`src/rtl/core/ppu_pkg.sv`:
```
`timescale 1ns / 1ps
// ----------------------------------------------------------------------------
// ppu_pkg
// Shared types and constants for the particle pool update block.
// ----------------------------------------------------------------------------
package ppu_pkg;

    localparam int PoolSize = 512;
    localparam int IdxW     = $clog2(PoolSize);
    localparam int CntW     = IdxW + 1;

    localparam logic [1:0] OP_SPAWN = 2'd0;
    localparam logic [1:0] OP_TICK  = 2'd1;
    localparam logic [1:0] OP_READ  = 2'd2;
    localparam logic [1:0] OP_NOP   = 2'd3;

    localparam logic [1:0] CFG_LIFE  = 2'd0;
    localparam logic [1:0] CFG_FADE  = 2'd1;
    localparam logic [1:0] CFG_VSCL  = 2'd2;

    localparam logic [30:0] LifeStartRst = 31'd52429;
    localparam logic [30:0] FadeRateRst  = 31'd163840;
    localparam logic [16:0] VelScaleRst  = 17'd6554;

    // Controller to datapath
    typedef struct packed {
        logic          clr_wr;    // write zero entry at clr index
        logic          rd;        // issue read at rd_idx
        logic [IdxW-1:0] rd_idx;
        logic          tick_wb;   // write back tick result of entry read last cycle
        logic [IdxW-1:0] wb_idx;
        logic          spawn_wr;  // write spawned entry at wb_idx
        logic          cnt_clr;
    } t_cmd;

    // Datapath to controller
    typedef struct packed {
        logic dead;               // entry read last cycle has life <= 0
    } t_sts;

    // jitter = round((c-50)*65536/10) by reciprocal multiply; never near a tie
    function automatic logic signed [31:0] jitter_lut(input logic [6:0] c);
        logic signed [47:0] p;
        begin
            p = (48'($signed({1'b0, c})) - 48'sd50) * 48'sd429496730 + 48'sd32768;
            jitter_lut = 32'(p >>> 16);
        end
    endfunction

    // shade = 0.5 + round(c*65536/100) by reciprocal multiply
    function automatic logic [16:0] shade_lut(input logic [6:0] c);
        logic [39:0] p;
        begin
            p = 40'(c) * 40'd42949673 + 40'd32768;
            shade_lut = 17'(40'd32768 + (p >> 16));
        end
    endfunction

    function automatic logic signed [31:0] sat32(input logic signed [47:0] v);
        begin
            if (v > 48'sh7FFFFFFF)       sat32 = 32'sh7FFFFFFF;
            else if (v < -48'sh80000000) sat32 = 32'sh80000000;
            else                         sat32 = v[31:0];
        end
    endfunction

    // round to nearest (ties up) of p/65536, p is a 57-bit signed product
    function automatic logic signed [47:0] rnd16(input logic signed [56:0] p);
        logic signed [56:0] t;
        begin
            t = p + 57'sd32768;
            rnd16 = 48'(t >>> 16);
        end
    endfunction

endpackage

```
`src/rtl/core/ppu_ctrl.sv`:
```
`timescale 1ns / 1ps
// ----------------------------------------------------------------------------
// ppu_ctrl
// Sequencer: clearing pass, spawn search, tick sweep, read, result handoff.
// ----------------------------------------------------------------------------
module ppu_ctrl (
    input  logic                      i_clk,
    input  logic                      i_rst_n,
    input  logic                      i_in_fire,
    input  logic [1:0]                i_opcode,
    input  logic [8:0]                i_slot_index,
    input  logic                      i_out_free,
    input  ppu_pkg::t_sts             i_sts,
    output ppu_pkg::t_cmd             o_cmd,
    output logic                      o_busy,
    output logic                      o_done,
    output logic [1:0]                o_op,
    output logic                      o_spawned,
    output logic [ppu_pkg::IdxW-1:0]  o_slot
);
    localparam logic [2:0] S_CLR   = 3'd0;
    localparam logic [2:0] S_IDLE  = 3'd1;
    localparam logic [2:0] S_SRCH  = 3'd2;
    localparam logic [2:0] S_TICK  = 3'd3;
    localparam logic [2:0] S_RDW   = 3'd4;
    localparam logic [2:0] S_DONE  = 3'd5;

    localparam int IdxW = ppu_pkg::IdxW;
    localparam int CntW = ppu_pkg::CntW;
    localparam logic [CntW-1:0] Last = CntW'(ppu_pkg::PoolSize - 1);

    logic [2:0]      r_st, n_st;
    logic [CntW-1:0] r_cnt, n_cnt;      // entries issued
    logic [IdxW-1:0] r_ptr, n_ptr;      // index being issued
    logic [IdxW-1:0] r_pidx, n_pidx;    // index read last cycle
    logic            r_pv, n_pv;        // a read was issued last cycle
    logic [IdxW-1:0] r_start, n_start;
    logic [1:0]      r_op, n_op;
    logic            r_hit, n_hit;
    logic [IdxW-1:0] r_slot, n_slot;

    always_ff @(posedge i_clk) begin
        if (!i_rst_n) begin
            r_st    <= S_CLR;
            r_cnt   <= '0;
            r_ptr   <= '0;
            r_pv    <= 1'b0;
            r_start <= '0;
            r_op    <= ppu_pkg::OP_NOP;
            r_hit   <= 1'b0;
        end else begin
            r_st    <= n_st;
            r_cnt   <= n_cnt;
            r_ptr   <= n_ptr;
            r_pv    <= n_pv;
            r_start <= n_start;
            r_op    <= n_op;
            r_hit   <= n_hit;
        end
        r_pidx <= n_pidx;
        r_slot <= n_slot;
    end

    always_comb begin
        n_st    = r_st;
        n_cnt   = r_cnt;
        n_ptr   = r_ptr;
        n_pidx  = r_ptr;
        n_pv    = 1'b0;
        n_start = r_start;
        n_op    = r_op;
        n_hit   = r_hit;
        n_slot  = r_slot;
        o_cmd   = '0;
        o_cmd.rd_idx = r_ptr;
        o_cmd.wb_idx = r_pidx;
        unique case (r_st)
            S_CLR: begin
                o_cmd.clr_wr = 1'b1;
                n_ptr = r_ptr + 1'b1;
                if (r_cnt == Last) begin
                    n_st = S_IDLE;
                    n_cnt = '0;
                    n_ptr = '0;
                end else begin
                    n_cnt = r_cnt + 1'b1;
                end
            end
            S_IDLE: begin
                if (i_in_fire) begin
                    n_op  = i_opcode;
                    n_hit = 1'b0;
                    n_cnt = '0;
                    unique case (i_opcode)
                        ppu_pkg::OP_SPAWN: begin
                            n_st = S_SRCH;
                            n_ptr = r_start;
                        end
                        ppu_pkg::OP_TICK: begin
                            n_st = S_TICK;
                            n_ptr = '0;
                            o_cmd.cnt_clr = 1'b1;
                        end
                        ppu_pkg::OP_READ: begin
                            n_slot = IdxW'(i_slot_index);
                            n_ptr  = IdxW'(i_slot_index);
                            n_st   = S_RDW;
                        end
                        default: begin
                            n_slot = '0;
                            n_st   = S_DONE;
                        end
                    endcase
                end
            end
            S_SRCH: begin
                if (r_pv && i_sts.dead) begin
                    o_cmd.spawn_wr = 1'b1;
                    n_hit   = 1'b1;
                    n_slot  = r_pidx;
                    n_start = r_pidx;
                    n_st    = S_DONE;
                end else if (r_cnt == CntW'(ppu_pkg::PoolSize)) begin
                    n_hit   = 1'b0;
                    n_slot  = '0;
                    n_start = '0;
                    n_st    = S_DONE;
                end else begin
                    o_cmd.rd = 1'b1;
                    n_pv  = 1'b1;
                    n_ptr = r_ptr + 1'b1;
                    n_cnt = r_cnt + 1'b1;
                end
            end
            S_TICK: begin
                o_cmd.tick_wb = r_pv;
                if (r_cnt == CntW'(ppu_pkg::PoolSize)) begin
                    if (!r_pv) n_st = S_DONE;
                end else begin
                    o_cmd.rd = 1'b1;
                    n_pv  = 1'b1;
                    n_ptr = r_ptr + 1'b1;
                    n_cnt = r_cnt + 1'b1;
                end
            end
            S_RDW: begin
                o_cmd.rd = 1'b1;
                n_pv = 1'b1;
                n_st = S_DONE;
            end
            S_DONE: begin
                // read data registered on the previous edge is held in datapath
                if (i_out_free) n_st = S_IDLE;
            end
            default: n_st = S_IDLE;
        endcase
    end

    assign o_busy    = (r_st != S_IDLE);
    assign o_done    = (r_st == S_DONE) && i_out_free;
    assign o_op      = r_op;
    assign o_spawned = r_hit;
    assign o_slot    = r_slot;
endmodule

```
`config.mk`:
```
export PLATFORM = sky130hd
export DESIGN_NAME = ppu_ctrl
export DESIGN_NICKNAME = d
export VERILOG_FILES = /design/src/rtl/core/ppu_pkg.sv /design/src/rtl/core/ppu_ctrl.sv
export SDC_FILE = /design/constraint.sdc
export NUM_CORES = 1
export LEC_CHECK = 0
export ABC_AREA = 1
export BUFFER_PORTS_ARGS = -buffer_cell sky130_fd_sc_hd__buf_2
export CORE_MARGIN = 2
export CORE_UTILIZATION = 44
export CTS_CLUSTER_DIAMETER = 80
export DETAILED_ROUTE_END_ITERATION = 8
export GPL_TIMING_DRIVEN = 0
export PLACE_DENSITY = 0.81
export SLEW_MARGIN = 20
export SYNTH_ARGS = -nofsm -noshare
export SYNTH_HDL_FRONTEND = slang
export SYNTH_SLANG_ARGS = --single-unit
```
`constraint.sdc`:
```
create_clock -name i_clk -period 1.6 [get_ports i_clk]
set_input_delay 0.08 -clock i_clk [delete_from_list [all_inputs] [get_ports i_clk]]
set_output_delay 0.08 -clock i_clk [all_outputs]
set_load 0.02 [all_outputs]
```
# Word level (Yosys, flattened, before mapping)
# Index checks and enable logic that the tools add are counted.
# totals
regBits,53
input_bits,16
output_inout_bits,37
word_cells,84
# classes
add_sub_neg,2
eq_ne,19
n_mux,39
n_reduce_logical,15
# op_table
op,count
2-to-1 mux 9 bit,7
2-to-1 mux 10 bit,4
case mux 10 bit (4 select lines),1
case mux 9 bit (2 select lines),2
case mux 9 bit (4 select lines),1
case mux 9 bit (3 select lines),1
2-to-1 mux 3 bit,7
case mux 3 bit (6 select lines),1
inequality test 2 bit (second input constant),7
2-to-1 mux 1 bit,12
adder 10 x 1 -> 10 bit (second input constant),1
equality test 10 bit (second input constant),1
equality test 10 x 9 -> 1 bit (second input constant),1
adder 9 x 1 -> 9 bit (second input constant),1
case mux 3 bit (3 select lines),1
AND reduction 4 bit,2
equality test 3 x 2 -> 1 bit (second input constant),2
equality test 3 bit (second input constant),2
AND reduction 3 bit,2
AND reduction 6 bit,1
inequality test 4 x 1 -> 1 bit (second input constant),1
AND reduction 2 bit,2
nonzero test 2 bit,2
nonzero test 4 bit,1
other kinds (11),12

# Depth between registers and ports, before layout
# logic_depth
depth_word,5
depth_mapped,12
depth_no_buf,11

# Worst setup path after synthesis
# OpenSTA, ideal clock, no wires.
# synth_timing
kind,register to register
startpoint,reg r_st[2]
endpoint,"reg r_slot[0], in the netlist o_slot[0] (enable)"
setup_time_ps,374
arrival_ps,1494
required_ps,1226
slack_ps,-268
stages_incl_launch_ff,7
path_buffers,1
synth_period_minus_slack_ps,1868
path_cell_list,dfxtp_1 -> inv_1 -> nand3_2 -> inv_1 -> buf_2 -> a21oi_1 -> nor2_1
# synth_between
elab_chain_cells,3
word_cells_on_any_way,7
cone_classes,5 x eq/ne; 2 x reduce/logical
# synth_rtl
item,line_no,source
"start, declared",ppu_ctrl.sv:32,"logic [2:0] r_st, n_st;"
"start signal, assigned",ppu_ctrl.sv:52,r_st <= n_st;
equality test 3 x 2 -> 1 bit or equality test 3 x 1 -> 1 bit (tied branches),ppu_ctrl.sv:77,unique case (r_st)
inequality test 3 bit (no line) (tied with other cells),--,
AND reduction 4 bit (no line) *,--,
"end signal, assigned",ppu_ctrl.sv:61,r_slot <= n_slot;
"end, declared",ppu_ctrl.sv:40,"logic [IdxW-1:0] r_slot, n_slot;"
# Every way passes the cells marked *; elsewhere a longest branch is shown, timed or not.
# A chain may end at the register's enable or synchronous reset.

==> results by group <==
Routing
  • Post-Route WL: 6840 um
  • DR pass1 iterations: 4
  • DR DRC count: 0
  • Routed wire per std cell: about 14 um
  • Vias post-DR: 2,573
  • Number of DRC markers in iteration 0: around 160
  • Vias per inst: about 5.3
  • Detail Route Antenna Nets: 0

Finish
  • Final antenna diode count: 0
  • Share of layout cells above drive strength 1: 30.7%
  • Area Growth Syn to Fin: 29.2%
  • Non-filler instance count after layout: 489
  • Fillers: ~490
  • Nets@finish: 439

Power
  • VDD IR max: 0.416 mV
  • Static leakage: between 1 and 1.5 nW
  • Pwr Density: slightly above 700 mW/mm^2
  • Total chip power: 2.37 mW

Global routing
  • Initial antenna violation count: 0
  • GRT Resource Usage Total: 21.6%
  • First-pass GRT wire length: 10,900 um
  • Remaining Overflow, GRT: 0
  • Largest net degree at the start of global routing: 19
  • Vias in the first global route: 2,371

Flow run
  • # Max-Cap Violations: 0

Placement
  • Number of port buffers: between 50 and 60
  • Dpl cells: 466
  • Final GP Congestion: ~0.87
  • HPWL Detailed: around 4600 um

Clock tree
  • CTS H-tree lvls: 2
  • CTS tree: yes
  • Hold Buf Count CTS: 0
  • Reg clk slew, reported paths: 0.10 ns
  • Clock sinks: 53
  • Cts bufs inserted: 5
  • Worst-Skew Late Latency: 0.32 ns
  • Root buffer cell: clkbuf_8
  • CTS Buffer Depth: 2

Critical path
  • Worst reg2reg endpoint: n_pidx[5]
  • FF-to-FF Start: r_cnt[1]
  • Worst path required time: 1.52 ns
  • Setup CP Type: flip-flop to primary output
  • R2R depth: 11
  • Max Fanout on Critical Path: 6
  • Internal reg-to-reg setup slack: 0.01 ns
  • Worst path arrival time: 1.56 ns
  • CP startpoint kind: flip-flop
  • CP endpoint kind: primary output

Min path
  • Hold crit path type: input port to flip-flop
  • Hold path depth: 4
  • Hold Path Sink: r_st[2]
  • HP Start: i_out_free

STA
  • Slew headroom: a little over two thirds
  • Endpoints failing hold: 0
  • Setup_tns: -0.0422 ns
  • Tmin final: approximately 1.6 ns
  • Hold_ws: 0.0743 ns
  • RSZ-0062 raised after global routing: yes
  • Slew @ Worst Pin: 0.449 ns
  • Final setup viols: 1
  • Fin. max-slew vios: 0
  • Peak Freq: just over 600 MHz
  • Fin Clk Skew: 0.00937 ns
  • Tcrit/Tclk final: 103%
  • Setup ws final: -0.0422 ns

Synthesis
  • Net count after synthesis: 366
  • Largest area contributor in the synthesized netlist: dfxtp_1
  • Top FF cell, synth: dfxtp_1
  • Sequential cell area fraction in the yosys report: 45.0%
  • Syn. warnings: 0
  • Synthesized flop and latch total: 53
  • Ys async rst share: 0%
  • Count leader, synth: nand2_1
  • Number of flops mapped to enable cells by yosys: 9
  • Top post-synthesis cells by area: dfxtp_1, nand2_1, edfxtp_1, a21oi_1, nor2_1
  • Area share of the largest cell type after synthesis: 34.4%
  • Synthesized area: about 0.0026 sq mm
  • Most common library cells after synthesis: nand2_1, dfxtp_1, nor2_1
  • Avg Inst Size Synth: 7.46 sq um
  • Syn Inst Count: 343
  • Number of distinct library cells after synthesis: 30

Status
  • Failing checks: setup timing
  • Outcome: complete, but fails checks

Floorplan
  • Die width: 80.2 um
  • I/O pins: 53
  • # rows: 27
  • Die H: 80.2 um
  • Core area: roughly 0.0056 sq mm
  • Starting Density: 45.9%
  • Full die area: 0.00644 sq mm
==> how the worst max path moves through the flow <==
stage	from	endpoint	slack (ns)	cells past startpoint
final	r_st[2]	o_cmd[1]	-0.04	8
after global routing	r_cnt[1]	r_cnt[9]	-0.07	10
after CTS	r_st[2]	o_cmd[1]	-0.009	8
after detailed placement	r_cnt[0]	r_cnt[9]	-0.23	10
after floorplan	r_st[0]	o_slot[0]	0.04	5
after global placement	r_cnt[0]	r_cnt[9]	-0.23	10
==> cell families after synthesis <==
| logic type | Yosys count | synth area share [%] |
|---|---|---|
| xor gates and xnor gates | 9 | 3.08 |
| AOI/OAI and AO/OA | 62 | 13.3 |
| adders and majority gates | 7 | 3.42 |
| buffers and inverters | 45 | 7.48 |
| and+or+nand+nor | 167 | 27.7 |
| DFF | 53 | 45.0 |
==> registers in the layout, indices dropped and copies added (netlist names) <==
register	flops
r_cnt	10
n_pidx	9
o_slot	9
r_pidx	9
r_start	9
r_st	3
o_op	2
o_spawned	1
r_pv	1
==> critical path, stage by stage (launching register included) <==
cell and delay [ns]:
dfxtp_2 0.35, inv_4 0.08, nand2_4 0.08, nor2_4 0.14, inv_2 0.06, nor2_2 0.17
buf_6 0.13, buf_4 0.09, buf_4 0.13
==> repair_timing <==
item	CTS	global route
buffers inserted	10	4
setup endpoints to repair	46	47
pin swaps	11	11
cloned	1	1
resized for setup	37	21
==> layout by cell type (no fill, tap or decap), types with 6 or more instances in the layout <==
| master | Yosys | final |
|---|---|---|
| nand2_1 | 91 | 85 |
| buf_2 | 4 | 51 |
| dfxtp_1 | 44 | 37 |
| nor2_1 | 37 | 31 |
| a21oi_1 | 33 | 30 |
| inv_1 | 29 | 23 |
| nand3_1 | 24 | 22 |
| buf_4 | 2 | 17 |
| o21ai_0 | 18 | 16 |
| o211ai_1 | 9 | 9 |
| edfxtp_1 | 9 | 9 |
| inv_2 | 3 | 8 |
| xor2_1 | 7 | 7 |
| nor2_2 | 2 | 6 |
==> through the flow <==
stage	setup slack [ns]	utilization, %	cell area, sq um
after global placement	-0.230	52.3	2920
final	-0.0422	59.3	3300
after floorplan	0.0440	-	2570
after detailed placement	-0.230	52.3	2920
after CTS	-0.00873	57.3	3200
after global routing	-0.0737	59.3	3300
==> routing by layer <==
layer,vias up,share of wire [%],GRT usage [%]
met2,117,50,36.6
met1,1182,42,27.1
met4,0,2.3,9.32
met5,-,0,0
met3,14,6.4,3.60
li1,1260,-,-
==> report_power, final <==
part,leakage [nW],internal [mW],switching (mW),total (mW)
combinational,0.961,0.0725,0.118,0.191
clock,0.0447,0.317,0.472,0.788
sequential,0.430,1.37,0.0196,1.39
==> cell type report <==
class                           instances  area [sq um]  share of cell area, %
Timing Repair Buffer                   66           394                   11.9
Inverter                               34           133                   4.01
Clock inverter                          3          25.0                  0.757
Buffer                                 10          67.6                   2.04
Tap cell                               72          90.1                   2.73
Sequential cell                        53          1170                   35.4
Multi-Input combinational cell        246          1360                   41.0
Clock buffer                            5          68.8                   2.08
Note: power is estimated with default switching activity, not from simulation.
